**src/rtl/gase_pkg.sv**
```systemverilog
package gase_pkg;

    localparam int NUM_SLOTS_DEF   = 64;
    localparam int MAX_ENTRIES_DEF = 64;
    localparam int MAX_WORKERS_DEF = 16;

    localparam logic signed [15:0] EXP_FLOOR = -16'sd126;
    localparam logic [31:0]        NEXT_INIT = 32'hFFFF_FFFF;
    localparam int                 CFG_W     = 15;

    typedef enum logic [1:0] {
        REG_WORKER_COUNT = 2'd0,
        REG_UPDATE_COUNT = 2'd1,
        REG_SLOT_BASE    = 2'd2
    } cfg_reg_t;

    typedef enum logic [3:0] {
        ST_CLEAR,
        ST_IDLE,
        ST_ACC_RD,
        ST_ACC_WR,
        ST_LEARN,
        ST_REC,
        ST_SCAN_RD,
        ST_SCAN_CHK,
        ST_EXP_RD,
        ST_EXP_CHK,
        ST_EMIT_RD,
        ST_EMIT_OUT
    } state_t;

    typedef struct packed {
        logic [31:0]        src_ip;
        logic [14:0]        slot_number;
        logic [31:0]        tsi;
        logic [31:0]        worker_next;
        logic signed [15:0] worker_exp;
        logic signed [31:0] entry_value;
        logic               entry_last;
    } beat_t;

endpackage

```
**src/rtl/gase_queue.sv**
```systemverilog
module gase_queue import gase_pkg::*; (
    input  logic  clk,
    input  logic  rst_n,
    input  logic  push,
    input  beat_t push_data,
    output logic  full,
    input  logic  pop,
    output beat_t pop_data,
    output logic  not_empty
);

    beat_t      data_reg [2];
    logic       wp_reg;
    logic       rp_reg;
    logic [1:0] cnt_reg;

    assign full      = (cnt_reg == 2'd2);
    assign not_empty = (cnt_reg != 2'd0);
    assign pop_data  = data_reg[rp_reg];

    always_ff @(posedge clk)
    begin
        if (push)
        begin
            data_reg[wp_reg] <= push_data;
        end
    end

    always_ff @(posedge clk or negedge rst_n)
    begin
        if (!rst_n)
        begin
            wp_reg  <= 1'b0;
            rp_reg  <= 1'b0;
            cnt_reg <= 2'd0;
        end
        else
        begin
            if (push)
            begin
                wp_reg <= ~wp_reg;
            end
            if (pop)
            begin
                rp_reg <= ~rp_reg;
            end
            cnt_reg <= cnt_reg + {1'b0, push} - {1'b0, pop};
        end
    end

endmodule

```
**config.mk**
```make
export PLATFORM = sky130hd
export DESIGN_NAME = gase_queue
export DESIGN_NICKNAME = d
export VERILOG_FILES = /design/src/rtl/gase_pkg.sv /design/src/rtl/gase_queue.sv
export SDC_FILE = /design/constraint.sdc
export NUM_CORES = 1
export LEC_CHECK = 0
export CELL_PAD_IN_SITES_DETAIL_PLACEMENT = 0
export CELL_PAD_IN_SITES_GLOBAL_PLACEMENT = 1
export CORE_ASPECT_RATIO = 1.25
export CORE_MARGIN = 3
export CORE_UTILIZATION = 57
export DETAILED_ROUTE_END_ITERATION = 7
export DONT_BUFFER_PORTS = 1
export GPL_ROUTABILITY_DRIVEN = 0
export HOLD_SLACK_MARGIN = 0.08
export PLACE_DENSITY_LB_ADDON = 0.25
export SYNTH_ARGS = -nofsm -noshare
export SYNTH_HDL_FRONTEND = slang
export SYNTH_SLANG_ARGS = --single-unit
```
**constraint.sdc**
```tcl
create_clock -name clk -period 18.37 [get_ports clk]
set_clock_uncertainty 0.05 [all_clocks]
set_input_delay 3.674 -clock clk [delete_from_list [all_inputs] [get_ports clk]]
set_output_delay 3.674 -clock clk [all_outputs]
set_load 0.01 [all_outputs]
```
; After elaboration in Yosys (flattened, before gate mapping)
; Memories as Yosys holds them, arrays and structs flattened.
; Index checks and enable logic that the tools add are counted.
; Widths: inputs -> output; s select.
[classes]
reduce_logical = 1
muxes = 2
eq_ne = 1
n_addsub = 2
bitwise = 2
[op_table]
columns = op, count
row1 = $add 2x1->2, 1
row2 = $eq 2x2->1 const B, 1
row3 = $mux 1, 2
row4 = $not 1->1, 2
row5 = $reduce_bool 2->1, 1
row6 = $sub 2x1->2, 1
[totals]
in_bits = 164
mem_count = 1
register_bits = 4
output_inout_bits = 162
elab_cells = 12
ramBits = 320
[memory_table]
columns = memory, words, word_bits, rd, rd_ports_with_merged_regs, wr, line
row1 = data_reg, 2, 160, 1, 0, 1, gase_queue.sv:12  ; beat_t data_reg [2];

; Longest topological paths before layout
; Gate-level depths: netlist of run 1.
[logic_depth]
depth_word = 2
depth_mapped = 5
depth_no_buf = 5

; Worst setup path before layout of run 1
; No wires, ideal clock.
[synth_path]
kind = input to register
from = input push
to = memory data_reg[0][0] (netlist name), enable pin
arrival_time_ns = 10.589
setup_ns = 0.701
n_path_buf = 0
path_slack_ns = 7.030
stages = 1
cell_sequence = nor2b_1
[synth_between]
elab_chain_cells = 2
[synth_lines]
columns = item, line
row1 = start: declaration, gase_queue.sv:4  ; input logic push,
row2 = $mux 1, gase_queue.sv:23  ; if (push)
row3 = $mux 1 (not written as such), gase_queue.sv:25  ; data_reg[wp_reg] <= push_data;
row4 = end: declaration, gase_queue.sv:12
; No other way between the ends.

==> out/qor.yml, run 1 <==
timing.final.ws_setup_ps: 11740
vias_per_cell: 5.73
dieWidth_um: 136
worst-setup-path-type: "reg2out"
p_leak_uw: 0.00465
portBuffers: 0
area_growth_pct: 10.4
hold_violations: 0
ys_warn_count: 0
die_h_um: 169
worst_pin_slew_ps: 1130
setup.worst_path.start_class: "flop"
cts_inserted_buffers: 30
die_area_um2: 23000
grt_pass1_wl_um: 30500
seq_area_um2: 9710
synth_top_area_cell: "edfxtp_1"
pre_cts_slack_ps: 12150
end_kind: "output port"
h-tree-depth: 1
synthDominantCellAreaShare_pct: 79.4
ys_seq_area_share_pct: 80.2
post-cts-setup-buffer-count: 0
finalWorstPathRequiredPeriod_ps: 6630
routedWlPerCell_um: 25.5
syn_nets: 679
worstReg2RegStart: "wp_reg"
cts.path.max_buffers: 3
diodes: 0
coreArea_um2: 20800
setup_viol: 0
clkLatencyLatePin_ps: 540
report.final.slew_viol_count: 0
maxCapViolations: 0
fmax_ghz: 0.151
overflow: 0
peakVddDrop_mv: 0.104
path_clk_slew_ps: 60
power.density_nw_per_um2: 164
ios: 326
grt.total_usage_pct: 17.6
hpwlAfterDp_um: 14200
drive_gt1_share_pct: 39.2
startpoint: "rp_reg"
cts_hold_buf: 0
min_period_over_period_pct: 36.1
setup-tns-final_ps: 0
num_vias: 4752
synthTopCellsByCount: "edfxtp_1, mux2_4, mux2_2"
largest_reg_flops: 320
root_buffer: "clkbuf_16"
wirelength_um: 21100
drc_errors: 0
hold_class: "reg2reg"
synth_cells: 513
synth_enable_flop_cells: 320
ys_types: 13
start_util_pct: 58.2
min_from: "wp_reg"
arrival_ps: 2900
dr.pass1.iters: 4
synth-async-reset-ratio_pct: 1.23
ant_nets: 0
grt_pass1_vias: 5160
required_ps: 14650
drtIter0Drc: 327
multi_input_area_um2: 2240
num_rows: 59
synth_ff_type: "edfxtp_1"
fin_util_pct: 64.2
cts_tree: "built"
cp_max_fo: 76
antenna_found_initial: 0
grt_max_degree: 77
rsz0062_at_grt: "false"
run_status: "finished clean"
clock-sinks: 324
avgSynthCellArea_um2: 23.6
max_slew_margin_pct: 24.9
yosysMostFrequentCell: "edfxtp_1"
ys_seq_elements: 324
fillCellCount: 1426
yosys-top-cells-area: "edfxtp_1, mux2_4, mux2_2, buf_6, dfrtp_1"
fin_nets: 699
cts_resized: 0
synth_area_um2: 12100
logic make-up (layout without fill, tap and decap cells):
logic type | Yosys count | in the layout | share of synthesized area, %
XOR/XNOR | 3 | 3 | 0.341
adder cells (fa/ha/maj) | 2 | 2 | 0.207
buffers and inverters | 20 | 63 | 1.37
flip-flops | 324 | 324 | 80.2
multiplexers | 160 | 160 | 17.7
AND/OR/NAND/NOR | 4 | 4 | 0.207
metal layers:
layer  part of all wire (%)  global-route usage, %  wire length [um]
met4                    3.7                   6.80               779
met2                     53                   30.9             11300
met5                      0                      0                 0
met1                     30                   17.3              6290
met3                     13                   9.36              2800
final cells by class:
type,count,area share (%)
clock buffer,40,6.43
clock inverter,15,1.18
inverter,2,0.0562
multi-input combinational,169,16.8
sequential,324,72.7
tap,274,2.56
timing repair buffer,6,0.337
metrics by stage:
stage | power (uW) | instances | hold WS [ps] | area (um^2)
after global routing | 2280 | 830 | 516 | 13400
after floorplan | 1540 | 513 | 405 | 12100
after CTS | 2220 | 830 | 503 | 13400
final | 2190 | 830 | 498 | 13400
after global placement | 1590 | 775 | 485 | 12300
after detailed placement | 1610 | 775 | 489 | 12300
path summary, 6_finish.rpt:
kind / end / slack (ps) / cells past startpoint
worst max-delay path: pop_data[50] / 11740 / 2
worst min-delay path: wp_reg / 500 / 1
worst max register to register: data_reg[1][147] / 15410 / 3
worst min register to register: wp_reg / 500 / 1
max in group asynchronous: rp_reg / 15420 / 0
min in group asynchronous: wp_reg / 2780 / 0
where the power goes:
group          total [uW]  internal [uW]  leakage [uW]  switching (uW)
Combinational         538            237       0.00111             302
Sequential           1040            983       0.00305            54.0
Clock                 616            369      0.000494             247
Total                2190           1590       0.00465             603
placed cells by master, fill, tap and decap left out:
cell type	Yosys	routed
and2_4	0	1
buf_4	0	6
bufinv_16	0	3
clkbuf_1	0	4
clkbuf_16	0	31
clkbuf_8	0	5
clkinv_1	0	3
clkinv_2	0	5
clkinv_4	0	1
clkinvlp_4	0	3
dfrtp_1	4	3
dfrtp_4	0	1
edfxtp_1	320	320
ha_1	2	2
inv_1	2	2
mux2_2	70	70
mux2_4	90	90
nor2b_1	2	1
nor2b_4	0	1
or2_2	1	1
xor2_1	2	2
xor3_1	1	1
critical path, cell delays in order, from the launching register on:
cell	delay, ps
dfrtp_4	870
buf_4	950
mux2_2	470
(Power assumes the default switching activity.)
==> run 2, diff against run 1 <==
Settings changed: CORE_UTILIZATION 57 to 48.
Clock period 18.37 ns to 5.9 ns, I/O delays scaled along.
==> run 2 against run 1 <==
  * Setup slack worse by 9600 ps
  * Cell area about the same
  * Combinational power rose to 3.1 times the previous value
  * Largest cell class unchanged
  * Largest power group unchanged
==> out/qor.yml, run 2 (synthesis gave the netlist of run 1 again) <==
run_status: "finished clean"
power.density_nw_per_um2: 500  # +210%
grt_pass1_wl_um: 30700  # +0.79%
crit_family: "flip-flops"
setup-tns-final_ps: 0  # unchanged
drc_errors: 0  # unchanged
dpl.cell_count: 831  # +7.2%
p_leak_uw: 0.00462  # -0.68%
path_clk_slew_ps: 60  # about the same
hold_violations: 0  # unchanged
maxCapViolations: 0  # unchanged
hpwlAfterDp_um: 14200  # about the same
ios: 326  # unchanged
reg2reg_depth: 2  # -1
setup.worst_path.start_class: "flop"
report.final.slew_viol_count: 0  # unchanged
portBuffers: 0  # unchanged
clkLatencyLatePin_ps: 520  # -20 ps
grt_max_degree: 98  # +27%
worst_pin_slew_ps: 894  # -233 ps
num_vias: 4688  # -1.3%
cts_tree: "built"
drive_gt1_share_pct: 37.8  # -1.4 points
stdcell_count: 885  # +6.6%
routedWlPerCell_um: 24.0  # -5.6%
timing.final.ws_setup_ps: 2170  # -9570 ps
worstReg2RegStart: "wp_reg"
fin_nets: 699  # unchanged
pre_cts_slack_ps: 2670  # -9480 ps
arrival_ps: 2500  # -400 ps
r2r_slack_ps: 3700  # -11710 ps
drtIter0Drc: 222  # -32%
required_ps: 4670  # -9980 ps
overflow: 0  # unchanged
fillCellCount: 1925  # +35%
r2r_end: "data_reg[1][99]"
wirelength_um: 21300  # +0.70%
worst-setup-path-type: "reg2out"
mostFrequentLayoutCells: "edfxtp_1, mux2_4, mux2_2"
ant_nets: 0  # unchanged
antenna_found_initial: 0  # unchanged
grt.total_usage_pct: 14.9  # -2.8 points
cts_resized: 0  # unchanged
hold_class: "in2async"
end_kind: "output port"
h-tree-depth: 1  # unchanged
critPathBufInv: 1  # unchanged
cts_hold_buf: 0  # unchanged
clock-sinks: 324  # unchanged
seq_area_um2: 9710  # unchanged
dr.pass1.iters: 4  # unchanged
dieWidth_um: 148  # +8.6%
final_common_cell: "edfxtp_1"
critPathMaxStageDelay_ps: 800  # -150 ps
cp_max_fo: 43  # -43%
worstPathCellList: "buf_4 -> mux2_2"
coreArea_um2: 24700  # +18%
min_period_over_period_pct: 63.2
grt_pass1_vias: 5092  # -1.3%
start_util_pct: 49.1  # -9.1 points
vias_per_cell: 5.30  # -7.5%
rsz0062_at_grt: "false"
critPathSlowestCell: "dfrtp_4"
post-cts-setup-buffer-count: 0  # unchanged
num_rows: 64  # +8.5%
startpoint: "rp_reg"
setup_viol: 0  # unchanged
die_area_um2: 27200  # +18%
die_h_um: 184  # +8.7%
area_growth_pct: 10.4  # about the same
cts.path.max_buffers: 3  # unchanged
peakVddDrop_mv: 0.302  # +190%
diodes: 0  # unchanged
fmax_ghz: 0.268
multi_input_area_um2: 2240  # unchanged
largest_reg_flops: 320  # unchanged
cts_inserted_buffers: 30  # unchanged
finalWorstPathRequiredPeriod_ps: 3730
root_buffer: "clkbuf_16"
max_slew_margin_pct: 40.4  # +16 points
run 2: area by class of cell:
cell class / count / area share, %
well taps: 330 / 3.09
flip-flops and latches: 324 / 72.6
clock buffers: 36 / 5.94
repair buffers: 6 / 0.524
inverters: 2 / 0.0561
multi-input cells: 169 / 16.8
clock inverters: 18 / 0.983
run 2: stage by stage:
step                      area (um^2)  util, %  total power [uW]  hold slack (ps)
after floorplan                 12100        -              4760              423
after global placement          12400     50.5              4960              481
after detailed placement        12400     50.5              5010              488
after CTS                       13400     54.2              6810              253
after global routing            13400     54.2              7000              254
final                           13400     54.2              6690              285
run 2: metal layers:
layer / GRT usage [%] / wire length, um
met5: 0 / 0
met4: 5.36 / 664
met3: 8.63 / 3010
met2: 25.6 / 10900
met1: 15.0 / 6750
run 2: worst reg2reg max path: stages (launching register included):
cell and delay (ps):
dfrtp_1 420, and2_4 760, buf_12 490
run 2: how the worst max path moves through the flow:
| stage | end | slack, ps | cells after the start |
|---|---|---|---|
| 2_1_floorplan | data_reg[0][0] | 60 | 1 |
| 3_3_place_gp | pop_data[12] | 2720 | 2 |
| 3_5_place_dp | pop_data[54] | 2670 | 2 |
| 4_1_cts | pop_data[18] | 2090 | 2 |
| 5_1_grt | pop_data[155] | 2020 | 2 |
| 6_report | pop_data[18] | 2170 | 2 |
run 2: power breakdown:
part	switching [uW]	total, uW	leakage, uW	internal, uW
logic	938	1680	0.00112	741
registers	161	3220	0.00305	3060
clock network	749	1790	0.000454	1040
==> run 3, diff against run 2 <==
Clock period 5.9 ns to 3.05 ns, I/O delays scaled along.
==> run 3 against run 2 <==
  * Cell count grew 1.1%
  * Total power rose by 98%
  * Clock power rose by 100%
  * Wire length down 0.84%
  * Sequential power grew 89%
  * Sequential cell count stayed put
  * Critical endpoint is now pop_data[159]
==> out/qor.yml, run 3 (synthesis gave the netlist of run 1 again) <==
run_status: "finished clean"
p_switching_uw: 3600  # +95%
report.final.slew_viol_count: 0  # unchanged
rsz0062_at_grt: "false"
fin_util_pct: 55.0  # +0.83 points
peakVddDrop_mv: 0.564  # +87%
worstReg2RegStart: "wp_reg"
worst_pin_slew_ps: 784  # -110 ps
reg2reg_depth: 2  # unchanged
p_int_uw: 9600  # +98%
antenna_found_initial: 2  # +2
area_growth_pct: 12.1
dieWidth_um: 148  # unchanged
cts_inserted_buffers: 30  # unchanged
max_slew_margin_pct: 47.6  # +7.2 points
ios: 326  # unchanged
setup.worst_path.start_class: "flop"
cts_tree: "built"
root_buffer: "clkbuf_16"
r2r_slack_ps: 1250  # -2450 ps
num_rows: 64  # unchanged
die_h_um: 184  # unchanged
routedWlPerCell_um: 23.6  # -1.9%
worst-setup-path-type: "reg2out"
design_area_um2: 13600  # +1.5%
dr.pass1.iters: 4  # unchanged
fmax_ghz: 0.385
end_kind: "output port"
mostFrequentLayoutCells: "edfxtp_1, mux2_4, mux2_2"
timing.final.ws_setup_ps: 452  # -1720 ps
min_from: "push"
drive_gt1_share_pct: 38.9  # +1.1 points
arrival_ps: 1940  # -560 ps
seqPwrFrac_pct: 46.2  # -2.0 points
p_leak_uw: 0.00471  # +1.9%
drc_errors: 0  # unchanged
cts.path.max_buffers: 3  # unchanged
cts_hold_buf: 2  # +2
hold_violations: 0  # unchanged
hold_path_end: "wp_reg"
grt.total_usage_pct: 14.7  # -0.17 points
r2r_end: "data_reg[1][102]"
sw_frac_of_total_pct: 27.3  # -0.36 points
hpwlAfterDp_um: 14600  # +2.4%
cp_max_fo: 80  # +86%
comb_power_share_pct: 26.3  # +1.2 points
drtIter0Drc: 210  # -5.4%
post-cts-setup-buffer-count: 0  # unchanged
fin_nets: 706  # +1.0%
start_util_pct: 49.1  # unchanged
power.density_nw_per_um2: 973  # +95%
h-tree-depth: 1  # unchanged
min_period_over_period_pct: 85.2
clock-sinks: 324  # unchanged
maxCapViolations: 0  # unchanged
die_area_um2: 27200  # unchanged
final_common_cell: "edfxtp_1"
cts_resized: 0  # unchanged
hold-path-cell-count: 1
largest_reg_flops: 320  # unchanged
setup_viol: 0  # unchanged
num_vias: 4752  # +1.4%
grt_pass1_vias: 5105  # +0.26%
clkLatencyLatePin_ps: 530  # about the same
portBuffers: 0  # unchanged
path_clk_slew_ps: 60  # about the same
finalWorstPathRequiredPeriod_ps: 2600
overflow: 0  # unchanged
grt_max_degree: 82  # -16%
dpl-instance-area_um2: 12600  # +1.0%
pre_cts_slack_ps: 997  # -1680 ps
wirelength_um: 21100  # -0.84%
coreArea_um2: 24700  # unchanged
clkPwrFrac_pct: 27.5  # +0.8 points
ant_nets: 0  # unchanged
hold_class: "in2reg"
vias_per_cell: 5.31  # +0.23%
grt_pass1_wl_um: 30700  # -0.25%
required_ps: 2390  # -2280 ps
## run 3: worst max-delay path, stage by stage (launching register included)
cell	delay, ps
dfrtp_4	440
buf_12	450
mux2_2	440
## run 3: power by group through the flow
stage | clock network, uW | registers, uW | logic [uW]
2_1_floorplan | 0 | 6190 | 2940
3_3_place_gp | 0 | 6160 | 3530
3_5_place_dp | 0 | 6210 | 3570
4_1_cts | 3730 | 6120 | 3570
5_1_grt | 3910 | 6180 | 3710
6_report | 3630 | 6100 | 3470
## run 3: worst max-delay path by stage
stage	slack, ps	from	end	depth (start not counted)
floorplan	-440	push	data_reg[0][0]	1
global placement	1010	rp_reg	pop_data[159]	2
detailed placement	1000	rp_reg	pop_data[159]	2
CTS	420	rp_reg	pop_data[159]	2
global route	360	rp_reg	pop_data[159]	2
finish	450	rp_reg	pop_data[159]	2
## run 3: layer usage
layer | track usage (%) | wire [um] | vias to the layer above
met2 | 25.9 | 10800 | 239
met5 | 0 | 0 | -
met1 | 14.4 | 6640 | 2376
met4 | 3.73 | 412 | 0
li1 | - | - | 2103
met3 | 9.35 | 3270 | 34
## run 3: cell type report
type	instances	area, um^2
diodes	2	5.00
clock buffers	43	841
clock inverters	12	140
fillers	1900	11100
inverters	2	7.51
multi-input cells	169	2240
flip-flops and latches	324	9710
well taps	330	413
repair buffers	13	215
## run 3: per-stage QoR
| step | power [uW] | hold WS [ps] | setup TNS [ps] | std cells |
|---|---|---|---|---|
| floorplan | 9140 | 264 | -76180 | 513 |
| global placement | 9690 | 265 | 0 | 836 |
| detailed placement | 9780 | 265 | 0 | 836 |
| CTS | 13400 | 85.6 | 0 | 893 |
| global route | 13800 | 82.6 | 0 | 893 |
| finish | 13200 | 114 | 0 | 895 |
